==> src/sv/tcfb_pkg.sv <==
// Types and codes shared by the text cell frame buffer modules.
`default_nettype none

package tcfb_pkg;

  // Request codes.
  localparam logic [2:0] REQ_DRAW  = 3'd0;
  localparam logic [2:0] REQ_FILL  = 3'd1;
  localparam logic [2:0] REQ_SHIFT = 3'd2;
  localparam logic [2:0] REQ_CLEAR = 3'd3;
  localparam logic [2:0] REQ_READ  = 3'd4;

  // Result status codes.
  localparam logic [1:0] ST_DONE     = 2'd0;
  localparam logic [1:0] ST_REJECT   = 2'd1;
  localparam logic [1:0] ST_NOCHANGE = 2'd2;

  // Internal command codes between the front end and the executor.
  localparam logic [1:0] CMD_FILL   = 2'd0;
  localparam logic [1:0] CMD_SHIFT  = 2'd1;
  localparam logic [1:0] CMD_READ   = 2'd2;
  localparam logic [1:0] CMD_REPORT = 2'd3;

  // Wide enough for the largest grid of 255 by 255 cells.
  localparam int IDX_BITS = 16;
  // Command queue depth, a power of two.
  localparam int QUEUE_DEPTH = 2;

  typedef struct packed {
    logic [2:0]  req_type;
    logic [7:0]  col;
    logic [7:0]  row;
    logic [7:0]  end_col;
    logic [7:0]  end_row;
    logic [11:0] shift_cells;
    logic [15:0] cell_value;
  } req_t;

  typedef struct packed {
    logic [1:0]  status;
    logic [15:0] cell_data;
  } rsp_t;

  typedef struct packed {
    logic [1:0]          op;
    logic [1:0]          status;
    logic [IDX_BITS-1:0] first;
    logic [IDX_BITS-1:0] last;
    logic [15:0]         value;
  } cmd_t;

endpackage

`default_nettype wire

==> src/sv/tcfb_queue.sv <==
// Short command queue between the decoder and the executor.
`default_nettype none

module tcfb_queue
  import tcfb_pkg::*;
(
  input  logic clk,
  input  logic rst,
  input  logic push,
  input  cmd_t wr_cmd,
  output logic full,
  input  logic pop,
  output cmd_t rd_cmd,
  output logic valid
);

  localparam int PW = (QUEUE_DEPTH > 1) ? $clog2(QUEUE_DEPTH) : 1;

  cmd_t          slots [QUEUE_DEPTH];
  logic [PW-1:0] wr_ptr;
  logic [PW-1:0] rd_ptr;
  logic [PW:0]   count;

  assign valid  = (count != '0);
  assign full   = (count == (PW + 1)'(QUEUE_DEPTH));
  assign rd_cmd = slots[rd_ptr];

  always_ff @(posedge clk) begin
    if (push) begin
      slots[wr_ptr] <= wr_cmd;
    end
  end

  always_ff @(posedge clk) begin
    if (rst) begin
      wr_ptr <= '0;
      rd_ptr <= '0;
      count  <= '0;
    end else begin
      if (push) begin
        wr_ptr <= wr_ptr + 1'b1;
      end
      if (pop) begin
        rd_ptr <= rd_ptr + 1'b1;
      end
      if (push && !pop) begin
        count <= count + 1'b1;
      end else if (pop && !push) begin
        count <= count - 1'b1;
      end
    end
  end

endmodule

`default_nettype wire

==> config.mk <==
export PLATFORM = sky130hd
export DESIGN_NAME = tcfb_queue
export DESIGN_NICKNAME = d
export VERILOG_FILES = /design/src/sv/tcfb_pkg.sv /design/src/sv/tcfb_queue.sv
export SDC_FILE = /design/constraint.sdc
export NUM_CORES = 1
export LEC_CHECK = 0
export ABC_CLOCK_PERIOD_IN_PS = 3150
export BUFFER_PORTS_ARGS = -buffer_cell sky130_fd_sc_hd__buf_2
export CAP_MARGIN = 10
export CORE_MARGIN = 4
export CORE_UTILIZATION = 46
export DETAILED_ROUTE_END_ITERATION = 8
export GPL_TIMING_DRIVEN = 0
export PLACE_DENSITY = 0.71
export REMOVE_ABC_BUFFERS = 1
export SETUP_SLACK_MARGIN = 0.4
export SLEW_MARGIN = 20
export SYNTH_ARGS = -nofsm -noshare
export SYNTH_HDL_FRONTEND = slang
export SYNTH_SLANG_ARGS = --single-unit
export TNS_END_PERCENT = 30
==> constraint.sdc <==
create_clock -name clk -period 3.15 [get_ports clk]
set_input_delay 0.1575 -clock clk [delete_from_list [all_inputs] [get_ports clk]]
set_output_delay 0.1575 -clock clk [all_outputs]
set_load 0.1 [all_outputs]
==> results.cfg, run 1 <==
[run_status]
outcome = completed

[clock_network]
cts_tree = yes
clk_path_buf_depth = 2
ctsHtreeMaxLevel = 3
cts.clk_slew.worst_paths_ns = 0.09
clock_sinks = 109
cts_root_buffer = clkbuf_8
cts_made_buffers = 9
cts_setup_buffers = 0
clk_latency_ns = 0.36

[logic_synthesis]
ys_seq_elements = 109
synth_area_leaders = edfxtp_1 (78%), mux2_2 (15%), dfxtp_1 (2.5%)
yosys.cell_types.count = 17
synth_area_leader_cell = edfxtp_1
yosys.area.top_type_share_pct = 78.47
synth_area_um2 = 3980
avgSynthCellArea_um2 = 21.63
syn-instance-count = 184
synth-seq-area-share_pct = 80.98
yosys_warnings = 0

[sta]
hold_viol_final = 0
slew_violations = 0
setup_tns_ns = 0
holdWs_ns = 0.08910
tightestPinTransition_ns = 0.7081
post-route-min-period_ns = 2.073
fin_skew_ns = 0.01353
max_freq_mhz = 482.4
rsz0062_at_grt = no
maxSlewHeadroom_pct = 52.79
setup_viol = 0
post-route-period-util_pct = 65.81

[setup_path]
critPathMaxFanout = 52
timing.critical_path.cells = mux2_2 -> buf_2
crit_path_start_kind = flop
crit_arrival_ns = 1.92
crit_path_max_incr_delay_ns = 0.81
critPathSlowestCell = dfxtp_4
setup.worst_path.class = flop to primary output
cp-end-kind = primary output
r2r_slack_ns = 1.76
worst-endpoint-required_ns = 2.99

[placement]
dp_hpwl_mm = 4.455
placed_cell_area_um2 = 4684
port_buffers = 109
place_congestion = 0.6399

[global_routing]
first_global_vias = 2439
grt-ovfl-total = 0
track_usage_pct = 14.75
grt_max_degree = 53
grt_pass1_wl_mm = 11.33
antenna_found_initial = 0

[flow_run]
max_cap_viol_count = 0

[route]
routedWlPerCell_um = 15.29
viasPerCell = 4.700
wl_mm = 7.077
drt_iter0_markers = 69
dr.pass1.iters = 4
ant_nets = 0
drcViolationCount = 0
num_vias = 2176

[die]
core_area_um2 = 8299
io_pins = 110
die_area_um2 = 10200
die_y_um = 101.0
die_x_um = 101.0
rows = 33
initial_core_util_pct = 47.96

[final_layout]
layout-drive-gt1-share_pct = 50.84
layout.nets = 411
final_area_um2 = 5444
area_growth_pct = 36.78
layout_commonest_cell = buf_2
post-route-util_pct = 65.60
final_cell_mix = buf_2 (109), edfxtp_1 (104), dlygate4sd3_1 (53)
nFillCells = 628
n_antenna_cell = 0

[power]
power.density_nw_per_um2 = 663.1
power_mw = 3.610
p_leak_nw = 2.069
ir_drop_v = 0.0004285

[worst_hold_path]
hp-class = input pin to flop
final timing paths:
path                from           end  cells after the start
setup reg to reg  wr_ptr  slots[0][37]                      2
setup / recovery    flop    rd_cmd[15]                      2
hold / removal       pop          flop                      3
hold reg to reg   rd_ptr          flop                      2
registers in the layout, indices dropped and copies added (netlist names), named ones only:
signal and count:
rd_ptr 1, count 2, wr_ptr 1, slots 104
power breakdown:
group / internal [mW] / leakage, nW / switching, mW
combinational: 0.218 / 0.941 / 0.705
clock: 0.525 / 0.110 / 0.429
sequential: 1.69 / 1.02 / 0.0478
cell families after synthesis:
family / share of synthesized area [%]
AOI/OAI and AO/OA: 0.2513
xor gates and xnor gates: 0.8804
adders and majority gates: 0.3143
buffers and inverters: 1.634
DFF: 80.98
muxes: 14.71
and+or+nand+nor: 1.226
synthesized netlist by cell type:
library cell and instances:
a21oi_1 1, and2_1 1, and2b_2 1, buf_2 1, buf_6 5, dfxtp_1 5, edfxtp_1 104, ha_1 1
inv_1 1, mux2_2 52, nor2_1 4, nor2b_1 1, o21ai_0 1, or2_2 1, or3_1 1, xnor2_1 2
xor2_1 2
worst max-delay path: cells and delay by family (launching register included):
kind / cells / cell delay [ns]
mux: 1 / 0.29
buf+inv: 1 / 0.43
flops: 1 / 0.81
layout make-up:
class                           count  area [µm²]  share of cell area, %
Sequential cell                   109        3227                  59.27
Timing Repair Buffer              165        1151                  21.14
Multi-Input combinational cell     68       701.9                  12.89
Clock buffer                       11       131.4                  2.413
Tap cell                          105       131.4                  2.413
Clock inverter                      4       97.59                  1.793
Inverter                            1       3.754                0.06895
metrics by stage:
step | worst slack (ns) | std cells
after floorplan | 0.03578 | 178
after CTS | 1.047 | 463
final | 1.077 | 463
after global routing | 0.9915 | 463
after detailed placement | 1.446 | 395
after global placement | -1.391 | 392
per-layer routing:
layer  GRT usage (%)  vias up  share of wire, %
met2           26.18       68                51
met4           7.157        0               1.7
li1                -     1053                 -
met1           16.12     1045                40
met5               0        -                 0
met3           4.221       10               6.7
repair_timing:
| item | in CTS | in global routing |
|---|---|---|
| hold endpoints to repair | 105 | 0 |
| hold buffers | 53 | 0 |
| gates resized for setup | 0 | 0 |
Power figures use the tool's default switching activity.
==> run 2, diff against run 1 <==
ABC_AREA = 1   (was unset)
ABC_CLOCK_PERIOD_IN_PS = 1700   (was 3150)
CORE_UTILIZATION = 47   (was 46)
PLACE_DENSITY = 0.72   (was 0.71)
clock period = 1.7 ns   (was 3.15 ns; I/O delays follow)
==> run 2 against run 1 <==
Non-clock buffer count up 9. Count of clock-buffer cells in the layout down 1. Design area up 20%. Critical path type unchanged. Setup slack worse by 0.99 ns. Worst hold slack worse by 0.043 ns. Combinational power rose to 2.5 times the previous value. Cell count up 5.2%.
==> results.cfg, run 2 <==
[run_status]
outcome = completed

[final_layout]
layout_commonest_cell = edfxtp_1
post-route-util_pct = 74.26
area_growth_pct = 53.69
nFillCells = 501
layout-drive-gt1-share_pct = 49.34
n_antenna_cell = 0
multi_input_area_um2 = 880.8
top_register = slots
final_cell_mix = edfxtp_1 (104), buf_2 (57), dlygate4sd3_1 (55)
layout.nets = 431
reg_top3 = slots x104, count x2
layout.area.seq_um2 = 3227
largest_register_ffs = 104

[route]
routedWlPerCell_um = 17.98
drt_iter0_markers = 50
wl_mm = 8.758
dr.pass1.iters = 4
drcViolationCount = 0
viasPerCell = 4.700
ant_nets = 0
num_vias = 2289

[placement]
dp_hpwl_mm = 4.694
port_buffers = 109
place_congestion = 0.6717

[setup_path]
crit_path_max_incr_delay_ns = 0.38
cp-end-kind = primary output
cp.buffers_inverters = 3
critPathMaxFanout = 8
cpMostUsedCell = buf_12
setup.worst_path.class = flop to primary output
crit_arrival_ns = 1.53
path_delay_family = buffers and inverters
crit_path_start_kind = flop
timing.critical_path.cells = buf_12 -> clkbuf_16 -> mux2_4 -> buf_12
worst-endpoint-required_ns = 1.62
critPathSlowestCell = dfxtp_4

[logic_synthesis]
ys_seq_elements = 109
synth_area_um2 = 4234
synth_area_leader_cell = edfxtp_1
yosys_warnings = 0
yosys.area.top_type_share_pct = 73.76
yosys.cell_types.count = 16
synth_common_cells = edfxtp_1 (104), mux2_4 (50), inv_1 (9)
synth-seq-area-share_pct = 76.12
ys.flop_type = edfxtp_1
yosysMostFrequentCell = edfxtp_1
async_flop_share_pct = 0
avgSynthCellArea_um2 = 21.71
synth_area_leaders = edfxtp_1 (74%), mux2_4 (18%), buf_12 (2.4%)
synth_edf_count = 104
syn-instance-count = 195

[sta]
post-route-min-period_ns = 1.615
maxSlewHeadroom_pct = 54.24
setup_viol = 0
hold_viol_final = 0
tightestPinTransition_ns = 0.6864
post-route-period-util_pct = 94.99
max_freq_mhz = 619.3
fin_skew_ns = 0.009493
holdWs_ns = 0.04599
rsz0062_at_grt = yes
slew_violations = 0

[clock_network]
clock_sinks = 109
cts.clk_slew.worst_paths_ns = 0.09
cts_made_buffers = 9
clk_path_buf_depth = 2
clk_latency_ns = 0.36
cts_tree = yes
ctsHtreeMaxLevel = 3
cts_root_buffer = clkbuf_8

[global_routing]
antenna_found_initial = 0
busiest_layer = met2
grt-ovfl-total = 0
track_usage_pct = 16.65
gr-usage-met3_pct = 5.210
grt_pass1_wl_mm = 12.90
grt_max_degree = 54
use_met2_pct = 30.24
grtUsageMet1_pct = 18.73
first_global_vias = 2556

[power]
power.density_nw_per_um2 = 1048
p_leak_nw = 2.612
power_mw = 6.822
ir_drop_v = 0.0005984

[die]
io_pins = 110
die_area_um2 = 10590
initial_core_util_pct = 48.32
die_y_um = 102.9
core_area_um2 = 8763
rows = 34
die_x_um = 102.9

[flow_run]
max_cap_viol_count = 0

[worst_hold_path]
hp-class = input pin to flop
==> run 2: cell count changes after synthesis, moves of 2 or more <==
cell	delta
buf_12	+5
nor2_1	+2
nand2_1	+6
inv_1	+8
mux2_4	+50
buf_6	-4
xor2_1	-2
mux2_2	-50
==> run 2: power by group <==
part           total [mW]  internal [mW]  switching (mW)
clock network        1.37          0.533           0.837
registers            3.15           3.10          0.0458
logic                2.31          0.910            1.40
==> run 2: path summary, 6_finish.rpt <==
| check | cells after the start | slack [ns] | startpoint | end |
|---|---|---|---|---|
| min | 3 | 0.05 | push | wr_ptr |
| min reg2reg | 3 | 0.56 | count[1] | count[1] |
| max reg2reg | 2 | 0.23 | wr_ptr | slots[1][49] |
| max | 4 | 0.09 | flop | rd_cmd[18] |
==> run 2: repair_timing <==
action / CTS / global route
gates cloned: 2 / 1
resized for setup: 145 / 59
setup buffers: 4 / 0
hold endpoints to repair: 107 / 0
endpoints found under the setup margin: 131 / 151
hold buffers: 55 / 0
==> run 2: cell type report <==
class | count | share of cell area [%]
clock inverters | 6 | 0.5960
multi-input cells | 71 | 13.54
clock buffers | 10 | 1.961
well taps | 108 | 2.077
flip-flops and latches | 109 | 49.59
repair buffers | 174 | 31.69
inverters | 9 | 0.5576
==> run 2: cell families after synthesis <==
family                     Yosys count  synth area share (%)
buffers and inverters               15                 3.428
muxes                               52                 18.26
xor gates and xnor gates             1                0.2069
adders and majority gates            1                0.2955
and+or+nand+nor                     15                 1.448
DFF                                109                 76.12
AOI/OAI and AO/OA                    2                0.2362
==> run 2: metrics by stage <==
step / TNS [ns] / area [µm²] / setup slack, ns / instances
after floorplan: -127.37 / 4123 / -1.263 / 189
after global placement: -275.83 / 4803 / -2.583 / 406
after detailed placement: 0 / 4892 / 0.05096 / 409
after CTS: 0 / 6232 / 0.04709 / 486
after global routing: 0 / 6507 / 0.03148 / 487
final: 0 / 6507 / 0.08519 / 487
==> run 2: worst min-delay path, cell delays in order <==
cell and delay, ns:
buf_2 0.12, nor2_1 0.08, nor3_1 0.06
==> run 2: metal layers <==
metal  vias up  wire, µm  share of wire (%)
met3         9       538                6.1
met1      1102      3447                 39
li1       1101         -                  -
met5         -         0                  0
met2        77      4666                 53
met4         0       106                1.2
==> run 3, diff against run 2 <==
ABC_CLOCK_PERIOD_IN_PS = 1400   (was 1700)
CORE_UTILIZATION = 40   (was 47)
PLACE_DENSITY = 0.63   (was 0.72)
clock period = 1.4 ns   (was 1.7 ns; I/O delays follow)
==> run 3 against run 2 <==
The flow now finishes with violations (setup timing). Worst hold slack gained 0.069 ns. Wire length shrank 0.45%. Flip-flop and latch count is the same. Clock power grew 33%. Setup slack lost 0.30 ns. Register-to-register slack lost 0.21 ns. Combinational power grew 27%. Non-clock buffer count grew 2. Clock skew shrank 0.0034 ns. Die area grew 16%.
==> results.cfg, run 3 (same netlist as run 2, synthesis figures left out) <==
[placement]
dp_hpwl_mm = 4.812
port_buffers = 109
place_congestion = 0.6697
placed_cell_area_um2 = 4962
dp_cells = 438

[clock_network]
cts_tree = yes
ctsHtreeMaxLevel = 3
clk_path_buf_depth = 2
clk_latency_ns = 0.35
cts.clk_slew.worst_paths_ns = 0.10
clock_sinks = 109
cts_root_buffer = clkbuf_8
cts_made_buffers = 9

[sta]
rsz0062_at_grt = yes
hold_viol_final = 0
post-route-period-util_pct = 115.0
slew_violations = 0
holdWs_ns = 0.1146
fin_skew_ns = 0.006052
maxSlewHeadroom_pct = 70.20
fin_ws_ns = -0.2100
tightestPinTransition_ns = 0.4459
setup_viol = 52
post-route-min-period_ns = 1.610
max_freq_mhz = 621.1

[final_layout]
nFillCells = 689
final_area_um2 = 6760
layout_commonest_cell = edfxtp_1
post-route-util_pct = 65.48
fin_cells = 517
n_antenna_cell = 0
area_growth_pct = 59.66
largest_register_ffs = 104
final_cell_mix = edfxtp_1 (104), buf_12 (58), dlygate4sd3_1 (55), buf_2 (55), mux2_4 (52)
layout.nets = 433
top_register = slots
reg_top3 = slots x104, count x2
layout-drive-gt1-share_pct = 51.71

[die]
die_area_um2 = 12300
io_pins = 110
die_x_um = 110.9
initial_core_util_pct = 41.01
die_y_um = 110.9
rows = 37
core_area_um2 = 10320

[setup_path]
worst_r2r_path_depth = 3
crit_arrival_ns = 1.54
cp-end-kind = primary output
critPathMaxFanout = 9
setup.worst_path.class = flop to primary output
worst-endpoint-required_ns = 1.33
crit_path_start_kind = flop

[run_status]
outcome = complete, but fails checks
violations = setup timing

[route]
num_vias = 2317
wl_mm = 8.719
ant_nets = 0
drt_iter0_markers = 51
routedWlPerCell_um = 16.86
drcViolationCount = 0
viasPerCell = 4.482
dr.pass1.iters = 4

[global_routing]
track_usage_pct = 14.86
grt-ovfl-total = 0
antenna_found_initial = 0
grt_max_degree = 54
first_global_vias = 2610
grt_pass1_wl_mm = 14.02

[power]
power_mw = 8.570
power.density_nw_per_um2 = 1268
p_leak_nw = 2.690
ir_drop_v = 0.0006590

[worst_hold_path]
min_path_cells = 3
hp-class = input pin to flop

[flow_run]
max_cap_viol_count = 0
[run 3: metal layers]
metal | vias up | track usage, % | share of wire [%]
li1 | 1110 | - | -
met1 | 1128 | 16.42 | 39
met2 | 73 | 27.67 | 55
met3 | 6 | 4.258 | 5.2
met4 | 0 | 4.187 | 0.70
met5 | - | 0 | 0
[run 3: stage by stage]
stage	setup TNS [ns]	setup slack, ns
floorplan	-173.92	-1.563
global placement	-337.18	-3.026
detailed placement	-11.10	-0.2620
CTS	-10.97	-0.2430
global route	-14.44	-0.2851
finish	-9.193	-0.2100
[run 3: final timing paths]
kind	from	endpoint	slack, ns
worst max register to register	wr_ptr	slots[0][1]	0.02
worst min-delay path	push	count[0]	0.11
worst min register to register	wr_ptr	wr_ptr	0.53
worst max-delay path	flop	rd_cmd[33]	-0.21
[run 3: repair_timing]
action / 4_1_cts / 5_1_grt
hold buffers: 55 / 0
buffers inserted: 4 / 0
resized for setup: 232 / 8
setup endpoints to repair: 159 / 159
pin swaps: 2 / 2
gates cloned: 4 / 0
hold endpoints to repair: 107 / 0
[run 3: final cells by class]
| class | count | area [µm²] | area share, % |
|---|---|---|---|
| Sequential cell | 109 | 3233 | 47.83 |
| Tap cell | 136 | 170.2 | 2.517 |
| Inverter | 9 | 65.06 | 0.9624 |
| Multi-Input combinational cell | 71 | 895.9 | 13.25 |
| Clock inverter | 7 | 65.06 | 0.9624 |
| Clock buffer | 9 | 123.9 | 1.832 |
| Timing Repair Buffer | 176 | 2207 | 32.65 |
[run 3: power breakdown]
group / internal [mW] / switching, mW
Sequential: 3.77 / 0.0566
Combinational: 1.21 / 1.72
Clock: 0.820 / 0.997
Total: 5.80 / 2.77
[run 3: critical path, stage by stage (launching register included)]
cell and delay, ns:
dfxtp_4 0.38, buf_12 0.15, buf_12 0.15, mux2_4 0.33
buf_12 0.17
