File: src/sv/tcfb_pkg.sv
// Types and codes shared by the text cell frame buffer modules.
`default_nettype none

package tcfb_pkg;

  // Request codes.
  localparam logic [2:0] REQ_DRAW  = 3'd0;
  localparam logic [2:0] REQ_FILL  = 3'd1;
  localparam logic [2:0] REQ_SHIFT = 3'd2;
  localparam logic [2:0] REQ_CLEAR = 3'd3;
  localparam logic [2:0] REQ_READ  = 3'd4;

  // Result status codes.
  localparam logic [1:0] ST_DONE     = 2'd0;
  localparam logic [1:0] ST_REJECT   = 2'd1;
  localparam logic [1:0] ST_NOCHANGE = 2'd2;

  // Internal command codes between the front end and the executor.
  localparam logic [1:0] CMD_FILL   = 2'd0;
  localparam logic [1:0] CMD_SHIFT  = 2'd1;
  localparam logic [1:0] CMD_READ   = 2'd2;
  localparam logic [1:0] CMD_REPORT = 2'd3;

  // Wide enough for the largest grid of 255 by 255 cells.
  localparam int IDX_BITS = 16;
  // Command queue depth, a power of two.
  localparam int QUEUE_DEPTH = 2;

  typedef struct packed {
    logic [2:0]  req_type;
    logic [7:0]  col;
    logic [7:0]  row;
    logic [7:0]  end_col;
    logic [7:0]  end_row;
    logic [11:0] shift_cells;
    logic [15:0] cell_value;
  } req_t;

  typedef struct packed {
    logic [1:0]  status;
    logic [15:0] cell_data;
  } rsp_t;

  typedef struct packed {
    logic [1:0]          op;
    logic [1:0]          status;
    logic [IDX_BITS-1:0] first;
    logic [IDX_BITS-1:0] last;
    logic [15:0]         value;
  } cmd_t;

endpackage

`default_nettype wire

File: src/sv/tcfb_front.sv
// Request decoder: range checks, linear indices and command build.
`default_nettype none

module tcfb_front
  import tcfb_pkg::*;
#(
  parameter int COLS = 80,
  parameter int ROWS = 25
) (
  input  req_t req,
  input  logic req_valid,
  output logic req_ready,
  input  logic init_done,
  input  logic q_full,
  output logic push,
  output cmd_t cmd
);

  localparam logic [16:0] CELL_N = 17'(COLS * ROWS);

  logic [16:0] first_lin;
  logic [16:0] last_lin;
  logic        start_ok;
  logic        end_ok;

  assign req_ready = init_done && !q_full;
  assign push      = req_valid && req_ready;

  always_comb begin
    first_lin = 17'(req.col) + 17'(COLS) * 17'(req.row);
    last_lin  = 17'(req.end_col) + 17'(COLS) * 17'(req.end_row);
    start_ok  = (9'(req.col) < 9'(COLS)) && (9'(req.row) < 9'(ROWS));
    end_ok    = (9'(req.end_col) < 9'(COLS)) && (9'(req.end_row) < 9'(ROWS));

    cmd        = '0;
    cmd.op     = CMD_REPORT;
    cmd.status = ST_NOCHANGE;
    case (req.req_type)
      REQ_DRAW: begin
        if (start_ok) begin
          cmd.op    = CMD_FILL;
          cmd.first = first_lin[IDX_BITS-1:0];
          cmd.last  = first_lin[IDX_BITS-1:0];
          cmd.value = req.cell_value;
        end else begin
          cmd.status = ST_REJECT;
        end
      end
      REQ_FILL: begin
        if (!(start_ok && end_ok)) begin
          cmd.status = ST_REJECT;
        end else if (first_lin <= last_lin) begin
          cmd.op    = CMD_FILL;
          cmd.first = first_lin[IDX_BITS-1:0];
          cmd.last  = last_lin[IDX_BITS-1:0];
          cmd.value = req.cell_value;
        end
      end
      REQ_SHIFT: begin
        if (17'(req.shift_cells) < CELL_N) begin
          cmd.op    = CMD_SHIFT;
          cmd.first = IDX_BITS'(req.shift_cells);
        end
      end
      REQ_CLEAR: begin
        cmd.op    = CMD_FILL;
        cmd.first = '0;
        cmd.last  = IDX_BITS'(CELL_N - 17'd1);
        cmd.value = '0;
      end
      REQ_READ: begin
        if (start_ok) begin
          cmd.op    = CMD_READ;
          cmd.first = first_lin[IDX_BITS-1:0];
        end else begin
          cmd.status = ST_REJECT;
        end
      end
      default: begin
        cmd.status = ST_NOCHANGE;
      end
    endcase
  end

endmodule

`default_nettype wire

File: config.mk
export PLATFORM = sky130hd
export DESIGN_NAME = tcfb_front
export DESIGN_NICKNAME = d
export VERILOG_FILES = /design/src/sv/tcfb_pkg.sv /design/src/sv/tcfb_front.sv
export SDC_FILE = /design/constraint.sdc
export NUM_CORES = 1
export LEC_CHECK = 0
export BUFFER_PORTS_ARGS = -buffer_cell sky130_fd_sc_hd__buf_2
export CAP_MARGIN = 30
export CORE_MARGIN = 2
export CORE_UTILIZATION = 44
export DETAILED_ROUTE_END_ITERATION = 8
export PLACE_DENSITY = 0.85
export SETUP_SLACK_MARGIN = 0.02
export SYNTH_ARGS = -nofsm -noshare
export SYNTH_HDL_FRONTEND = slang
export SYNTH_SLANG_ARGS = --single-unit
File: constraint.sdc
create_clock -name vclk -period 5.1
set_input_delay 0.765 -clock vclk [all_inputs]
set_output_delay 0.765 -clock vclk [all_outputs]
set_load 0.005 [all_outputs]
==> flow_summary_export.csv, run 1 <==
group,metric,value,unit
routing,wl_per_cell,17.3,µm
timing,drv_slew,0,
power,swShare,51.7,%
placed_design,io_buffers,118,
placed_design,routabilityCongestion,0.896,
flow_run,maxCapViolCount,0,
power,clkPwrFrac,0,%
timing,finalWorstSetupSlack,-0.342,ns
setup_path,cp-end-kind,"output port",
setup_path,worst-setup-path-type,"input port to output port",
power,finalPower,611,µW
yosys,synth_cells,291,
floorplanning,die_x,76.2,µm
timing,fin_crit,5.44,ns
routing,drt-initial-drc-count,281,
setup_path,path_cells,"buf_8 > ha_4 > ha_4 > fa_2 > buf_4 > xor2_2 > nand2_1 > nor2_1 > nand3_1 > xnor2_2 > inv_1 > ha_1 > nand4_1 > nor2_1 > o21ai_1 > a31oi_1 > buf_4 > buf_6 > buf_4 > nor2_2 > nor3_1 > buf_2",
routing,drc,0,
setup_path,start_kind,"input port",
floorplanning,initial_core_util,45.1,%
timing,fmax,184,MHz
floorplanning,core_area,5070,µm²
yosys,synthTopCellsByArea,"ha_1 26%, a21oi_1 5.5%, xnor2_1 5.0%",
power,power.density,155,nW/µm²
power,intPower,295,µW
final_layout,drive_gt1_share,55.0,%
yosys,syn_area,2290,µm²
global_routing,grt_pass1_wl,13000,µm
global_routing,grt_max_degree,17,
routing,drt-vias-per-instance,5.81,
global_routing,grt_use_met1,28.6,%
final_layout,post-route-util,77.8,%
timing,worst_slew_pin_slew,0.708,ns
yosys,seq_area_frac_synth,0,%
floorplanning,rows,26,
global_routing,use_met3,2.49,%
routing,ant_nets,0,
placed_design,hpwl,6300,µm
final_layout,fillCellCount,318,
routing,vias,3119,
global_routing,busiest_layer,"met2",
final_layout,fin_area,3950,µm²
power,power.switching,316,µW
setup_path,slowest_delay,0.35,ns
power,vdd_drop_max,0.105,mV
timing,finalHoldViolCount,0,
yosys,yosysTopAreaCell,"ha_1",
setup_path,crit_family,"simple AND/OR/NAND/NOR gates",
final_layout,areaGrowthSynthToFinish,72.4,%
setup_path,crit_buf_inv,7,
floorplanning,fp.dieArea,5800,µm²
global_routing,gr-usage-all-layers,26.3,%
timing,min_period_over_period,107,%
yosys,synth.avg_cell_area,7.87,µm²
placed_design,postPlaceCellArea,3300,µm²
hold_path,hold_class,"input port to output port",
status,status,"complete, but fails checks",
clock_tree,hold_buffers,0,
final_layout,clkbuf_count,0,
power,cellLeakagePower,2.03,nW
setup_path,cp_max_fo,3,
floorplanning,io_pins,120,
setup_path,required,4.34,ns
setup_path,slowest_stage,"fa_2",
global_routing,antenna_found_initial,0,
yosys,synth_warnings,0,
status,violations,"negative setup slack",
routing,wirelength,9290,µm
timing,finalSetupViolCount,48,
yosys,synth_cell_types,56,
timing,rsz0062_at_grt,"yes",
power,p_comb_share,100.0,%
final_layout,numSequentialCells,0,
yosys,synth_top_area_share,26.2,%
final_layout,diodes,0,
timing,slew_headroom,52.6,%
final_layout,nets,587,
final_layout,seq_area,0,µm²
floorplanning,die_h,76.2,µm
placed_design,dp_slack,-0.453,ns
global_routing,grt_overflow_total,0,
final_layout,multi_input_area,2600,µm²
power,seqPwrFrac,0,%
global_routing,grt_use_met2,53.7,%
setup_path,worstPathArrival,4.68,ns
global_routing,grt_pass1_vias,2914,
routing,firstDrtPassIters,6,
setup_path,crit_top_cell,"buf_4",
tightest hold or removal path, cell delays in order:
cell,delay (ns)
buf_2,0.08
nor2b_1,0.04
buf_2,0.12
per-layer routing:
metal	share of wire (%)	wire, µm	up-vias
met5	0	0	-
met3	6.1	567	49
met2	51	4730	173
met1	38	3510	1472
met4	5.2	483	0
li1	-	-	1425
what timing repair did:
| action | CTS | global route |
|---|---|---|
| gates cloned | 1 | 1 |
| pin swaps | 37 | 28 |
| endpoints found under the hold margin | 0 | 0 |
| setup buffers | 3 | 11 |
| endpoints found under the setup margin | 48 | 48 |
| resized for setup | 47 | 51 |
worst paths after layout:
| path | start | cells after the start | to | slack, ns |
|---|---|---|---|---|
| worst max-delay path | req[45] | 22 | cmd[50] | -0.34 |
| worst min-delay path | q_full | 3 | req_ready | 1.76 |
layout make-up:
class,instances,area share (%)
Multi-Input combinational cell,264,65.8
Timing Repair Buffer,183,30.1
Tap cell,70,2.22
Inverter,20,1.90
synth_stat cells (2+ instances only):
cell type / n
ha_1: 48
a21oi_1: 25
inv_1: 20
nand2_1: 15
and2_1: 14
nor2_1: 14
o21ai_0: 14
xnor2_1: 13
a22o_1: 11
nor2b_1: 8
xor2_1: 8
and3_1: 7
o21ai_1: 7
a21o_1: 6
nand4_1: 6
o21bai_1: 6
clkbuf_1: 4
fa_1: 4
nand3_2: 4
nor3_1: 4
nor4_2: 4
nand3_1: 3
o31ai_1: 3
a211o_1: 2
a211oi_1: 2
buf_2: 2
buf_4: 2
buf_6: 2
conb_1: 2
o21ai_2: 2
o311ai_1: 2
or2_4: 2
xnor2_2: 2
power groups by stage:
stage	combinational [mW]	clock, mW	sequential [mW]
CTS	0.515	0	0
global route	0.657	0	0
global placement	0.441	0	0
finish	0.611	0	0
detailed placement	0.458	0	0
floorplan	0.283	0	0
cell families after synthesis:
group,Yosys count,share of synthesized area [%]
muxes,1,0.437
adders and majority gates,52,29.7
AOI/OAI and AO/OA,93,29.5
other,2,0.328
xor gates and xnor gates,24,10.2
buffers and inverters,30,6.01
and+or+nand+nor,89,23.9
placed cells by master (no fill, tap or decap), types with 5 or more instances in the layout:
| cell | instances |
|---|---|
| nand4_1 | 6 |
| nand2_1 | 15 |
| ha_1 | 37 |
| and3_1 | 7 |
| buf_2 | 113 |
| o21ai_2 | 9 |
| a21o_1 | 6 |
| nor2_1 | 12 |
| inv_1 | 19 |
| xnor2_2 | 5 |
| ha_4 | 10 |
| o21ai_0 | 6 |
| xnor2_1 | 8 |
| xor2_1 | 7 |
| nor2b_1 | 5 |
| a22o_1 | 11 |
| o21bai_1 | 6 |
| a21oi_1 | 23 |
| and2_1 | 11 |
| o21ai_4 | 5 |
| buf_6 | 15 |
| buf_4 | 51 |
stage by stage:
step | instances | TNS [ns] | hold slack (ns)
CTS | 525 | -0.141 | 1.76
finish | 537 | -9.18 | 1.76
detailed placement | 521 | -17.17 | 1.76
global placement | 520 | -7.05 | 1.75
floorplan | 293 | 0 | 1.57
global route | 537 | -18.60 | 1.78
Note: power is estimated with default switching activity, not from simulation.
==> run 2, diff against run 1 <==
Settings changed: ABC_AREA set to 0, CORE_UTILIZATION 44 to 40, PLACE_DENSITY 0.85 to 0.79.
==> run 2 against run 1 <==
The flow still finishes with violations (negative setup slack). Worst setup slack better by 0.22 ns. Clock-buffer cell count unchanged. Final cell count down 0.56%. Design area down 2.2%. Sequential share of layout area unchanged. Via count down 7.7%. Critical path type unchanged. Largest power group unchanged.
==> flow_summary_export.csv, run 2 (same netlist as run 1, synthesis figures left out) <==
group,metric,value,unit
status,status,"complete, but fails checks",
status,violations,"negative setup slack",
timing,worst_hold_slack,1.76,ns
timing,finalWorstSetupSlack,-0.117,ns
floorplanning,initial_core_util,41.6,%
final_layout,post-route-util,70.1,%
global_routing,grt_max_degree,17,
setup_path,required,4.34,ns
setup_path,cp-end-kind,"output port",
setup_path,cp_max_fo,4,
global_routing,grt_pass1_vias,2591,
timing,rsz0062_at_grt,"yes",
final_layout,fin_area,3860,µm²
setup_path,start_kind,"input port",
final_layout,final_common_cell,"buf_2",
placed_design,io_buffers,118,
routing,drc,0,
power,vdd_drop_max,0.0946,mV
routing,wirelength,8550,µm
placed_design,hpwl,6420,µm
final_layout,fillCellCount,402,
routing,drt-vias-per-instance,5.39,
final_layout,drive_gt1_share,53.9,%
placed_design,routabilityCongestion,0.946,
timing,worst_slew_pin_slew,0.770,ns
timing,finalHoldViolCount,0,
power,power.density,154,nW/µm²
final_layout,most-common-layout-cells,"111 x buf_2, 52 x buf_4, 40 x ha_1, 23 x a21oi_1, 18 x inv_1",
final_layout,diodes,0,
global_routing,grt_pass1_wl,11900,µm
routing,drt-initial-drc-count,102,
timing,finalSetupViolCount,45,
flow_run,maxCapViolCount,0,
final_layout,nets,582,
timing,drv_slew,0,
final_layout,multi_input_area,2530,µm²
routing,wl_per_cell,16.0,µm
floorplanning,fp.dieArea,6350,µm²
global_routing,antenna_found_initial,0,
setup_path,worst-setup-path-type,"input port to output port",
final_layout,clkbuf_count,0,
power,cellLeakagePower,2.00,nW
final_layout,areaGrowthSynthToFinish,68.6,%
global_routing,grt_overflow_total,0,
floorplanning,rows,27,
routing,ant_nets,0,
floorplanning,die_x,79.7,µm
hold_path,hold_path_depth,3,
setup_path,worstPathArrival,4.45,ns
floorplanning,io_pins,120,
timing,fin_crit,5.22,ns
floorplanning,core_area,5510,µm²
global_routing,gr-usage-all-layers,23.2,%
timing,fmax,192,MHz
floorplanning,die_h,79.7,µm
hold_path,hold_class,"input port to output port",
timing,slew_headroom,48.2,%
placed_design,postPlaceCellArea,3350,µm²
final_layout,numSequentialCells,0,
routing,vias,2880,
routing,firstDrtPassIters,4,
timing,min_period_over_period,102,%
final_layout,seq_area,0,µm²
[run 2: power breakdown]
| group | total [mW] | internal [mW] | switching [mW] |
|---|---|---|---|
| clock | 0 | 0 | 0 |
| combinational | 0.595 | 0.287 | 0.308 |
| sequential | 0 | 0 | 0 |
[run 2: path summary, 6_finish.rpt]
| path | start | endpoint | slack [ns] |
|---|---|---|---|
| setup / recovery | req[32] | cmd[45] | -0.12 |
| hold / removal | q_full | req_ready | 1.76 |
[run 2: worst max-delay path, stage by stage]
cell      delay (ns)
buf_2           0.11
buf_4           0.13
ha_1            0.28
ha_1            0.30
buf_4           0.11
o21ai_0         0.13
o21bai_1        0.18
a21o_1          0.21
buf_4           0.16
inv_2           0.06
o41ai_4         0.32
nor3_2          0.09
ha_1            0.33
nand4_1         0.14
nor4_2          0.22
nand2_1         0.10
a211o_1         0.29
o21ai_4         0.13
buf_6           0.16
nor2b_1         0.11
buf_2           0.11
[run 2: layer usage]
metal | wire length [µm] | vias up | GRT usage (%)
li1 | - | 1412 | -
met1 | 3220 | 1337 | 24.9
met2 | 4670 | 111 | 46.3
met3 | 477 | 20 | 3.51
met4 | 182 | 0 | 5.52
met5 | 0 | - | 0
[run 2: cell type report]
cell class / count / share of cell area, %
repair buffers: 178 / 30.2
well taps: 72 / 2.33
multi-input cells: 264 / 65.5
inverters: 20 / 1.94
[run 2: metrics by stage]
step | worst slack [ns] | TNS [ns] | power, mW | instances
finish | -0.117 | -2.46 | 0.595 | 534
global route | -0.268 | -9.55 | 0.645 | 534
global placement | -0.211 | -7.32 | 0.451 | 526
floorplan | 0.0647 | 0 | 0.283 | 293
detailed placement | -0.429 | -16.09 | 0.470 | 527
CTS | -0.0509 | -0.509 | 0.521 | 530
[run 2: timing repair]
| action | 4_1_cts | 5_1_grt |
|---|---|---|
| setup endpoints to repair | 48 | 48 |
| cloned | 1 | 2 |
| endpoints found under the hold margin | 0 | 0 |
| hold buffers | 0 | 0 |
| pin swaps | 43 | 23 |
| resized for setup | 43 | 39 |
| buffers inserted | 2 | 2 |
==> run 3, diff against run 2 <==
Settings changed: ABC_AREA 0 to 1, PLACE_DENSITY 0.79 to 0.75.
==> run 3 against run 2 <==
The run now ends clean. Critical path depth up 2. Clock-buffer cell count did not move. Power decreased by 19%. Synthesized area grew 26%. Non-clock buffer count fell by 49. First-iteration DRC count up 55%. Highest routed layer unchanged.
==> flow_summary_export.csv, run 3 <==
group,metric,value,unit
status,status,"complete, no violations",
setup_path,worst-path-stages,23,
yosys,synth_cells,485,
global_routing,antenna_found_initial,0,
global_routing,gr-usage-all-layers,20.3,%
setup_path,path_cells,"buf_6 > ha_4 > ha_4 > fa_2 > nand2_1 > inv_1 > nand4_1 > nand2_1 > nand3_2 > nor2_4 > nand3_2 > nand2_2 > inv_1 > ha_1 > a21oi_1 > o21ai_1 > a21oi_1 > nand2_1 > nand2_2 > nand3_4 > clkbuf_16 > o21ai_2 > buf_2",
power,vdd_drop_max,0.0463,mV
floorplanning,fp.dieArea,7920,µm²
routing,drt-initial-drc-count,158,
clock_tree,hold_buffers,0,
yosys,synth.avg_cell_area,5.96,µm²
timing,worst_slew_pin_slew,0.712,ns
final_layout,clkbuf_count,0,
floorplanning,initial_core_util,41.8,%
setup_path,slowest_delay,0.58,ns
floorplanning,die_h,89.0,µm
setup_path,worst-setup-path-type,"input port to output port",
setup_path,crit_top_cell,"nand2_1",
setup_path,start_kind,"input port",
routing,drt-vias-per-instance,5.17,
power,cellLeakagePower,2.24,nW
final_layout,nets,723,
yosys,seq_area_frac_synth,0,%
placed_design,postPlaceCellArea,3540,µm²
floorplanning,io_pins,120,
yosys,synth_cell_types,43,
routing,wirelength,9180,µm
yosys,synthTopCellsByCount,"134 x nand2_1, 74 x inv_1, 51 x nand3_1",
timing,fmax,205,MHz
timing,finalHoldViolCount,0,
floorplanning,core_area,6910,µm²
yosys,yosysTopAreaCell,"ha_1",
routing,vias,3615,
timing,min_period_over_period,95.9,%
global_routing,grt_overflow_total,0,
global_routing,grt_max_degree,31,
placed_design,routabilityCongestion,0.909,
yosys,synth_top_area_share,20.8,%
final_layout,fillCellCount,714,
setup_path,crit_family,"adder cells",
final_layout,seq_area,0,µm²
yosys,yosysMostFrequentCell,"nand2_1",
placed_design,hpwl,7450,µm
final_layout,multi_input_area,2670,µm²
flow_run,maxCapViolCount,0,
hold_path,hold_class,"input port to output port",
final_layout,numSequentialCells,0,
timing,slew_headroom,52.4,%
hold_path,hold_path_depth,3,
global_routing,grt_pass1_wl,13300,µm
setup_path,crit_buf_inv,5,
setup_path,worstPathArrival,4.12,ns
routing,firstDrtPassIters,5,
setup_path,cp_max_fo,7,
floorplanning,die_x,89.0,µm
final_layout,final_common_cell,"nand2_1",
final_layout,fin_area,3830,µm²
routing,ant_nets,0,
power,power.density,125,nW/µm²
yosys,synth_warnings,0,
yosys,synthTopCellsByArea,"ha_1 21%, nand2_1 17%, inv_1 9.6%",
final_layout,fin_cells,699,
placed_design,io_buffers,118,
timing,fin_crit,4.89,ns
final_layout,diodes,0,
placed_design,dp_cells,692,
final_layout,areaGrowthSynthToFinish,32.4,%
global_routing,grt_pass1_vias,3133,
floorplanning,rows,30,
timing,finalSetupViolCount,0,
setup_path,cp-end-kind,"output port",
final_layout,most-common-layout-cells,"126 x nand2_1, 116 x buf_2, 70 x inv_1, 44 x nand3_1, 42 x ha_1",
setup_path,slowest_stage,"fa_2",
timing,drv_slew,0,
yosys,syn_area,2890,µm²
setup_path,required,4.34,ns
routing,drc,0,
routing,wl_per_cell,13.1,µm
final_layout,drive_gt1_share,35.3,%
==> run 3: cell count changes after synthesis, sizes merged, moves of 9 or more <==
cell	previous run	this run
nor2b	9	0
a21boi	0	11
nand2	15	138
inv	20	79
a22o	11	0
nand3	7	54
nor2	15	34
nand4	6	22
xnor2	15	3
and2	14	0
==> run 3: cells by family after synthesis <==
| family | count (synthesis) | share of synthesized area [%] |
|---|---|---|
| adders and majority gates | 52 | 23.6 |
| xor gates and xnor gates | 9 | 3.25 |
| AOI/OAI and AO/OA | 68 | 17.4 |
| buffers and inverters | 92 | 14.0 |
| other | 2 | 0.260 |
| and+or+nand+nor | 262 | 41.5 |
==> run 3: metal layers <==
layer  up-vias  part of all wire (%)  track usage [%]
li1       1838                     -                -
met1      1618                    43             26.0
met2       142                    48             38.5
met3        17                   7.1            0.831
met4         0                   1.5             2.58
met5         -                     0                0
==> run 3: stage by stage <==
| stage | setup TNS (ns) | utilization [%] | hold slack, ns | power, mW | setup WS (ns) |
|---|---|---|---|---|---|
| after global placement | 0 | 51.3 | 1.76 | 0.408 | 0.0518 |
| final | 0 | 55.4 | 1.77 | 0.480 | 0.211 |
| after CTS | 0 | 51.3 | 1.77 | 0.421 | 0.0229 |
| after floorplan | 0 | - | 1.56 | 0.306 | 0.615 |
| after detailed placement | 0 | 51.3 | 1.77 | 0.419 | 0.0463 |
| after global routing | -0.413 | 55.4 | 1.80 | 0.542 | -0.0312 |
==> run 3: final cells by class <==
cell class                      count  share of cell area (%)
Multi-Input combinational cell    395                    69.7
Timing Repair Buffer              129                    19.5
Inverter                           79                    7.75
Tap cell                           96                    3.14
==> run 3: path summary, 6_finish.rpt <==
check | start | slack, ns | endpoint
max | req[47] | 0.21 | cmd[24]
min | q_full | 1.77 | req_ready
==> run 3: where the power goes <==
part	internal (mW)	switching [mW]	leakage, nW
Clock	0	0	0
Sequential	0	0	0
Combinational	0.191	0.289	2.24
==> run 3: repair_timing <==
item | in CTS | in global routing
resized for setup | 0 | 51
endpoints found under the hold margin | 0 | 0
setup endpoints to repair | 0 | 48
buffers inserted | 0 | 4
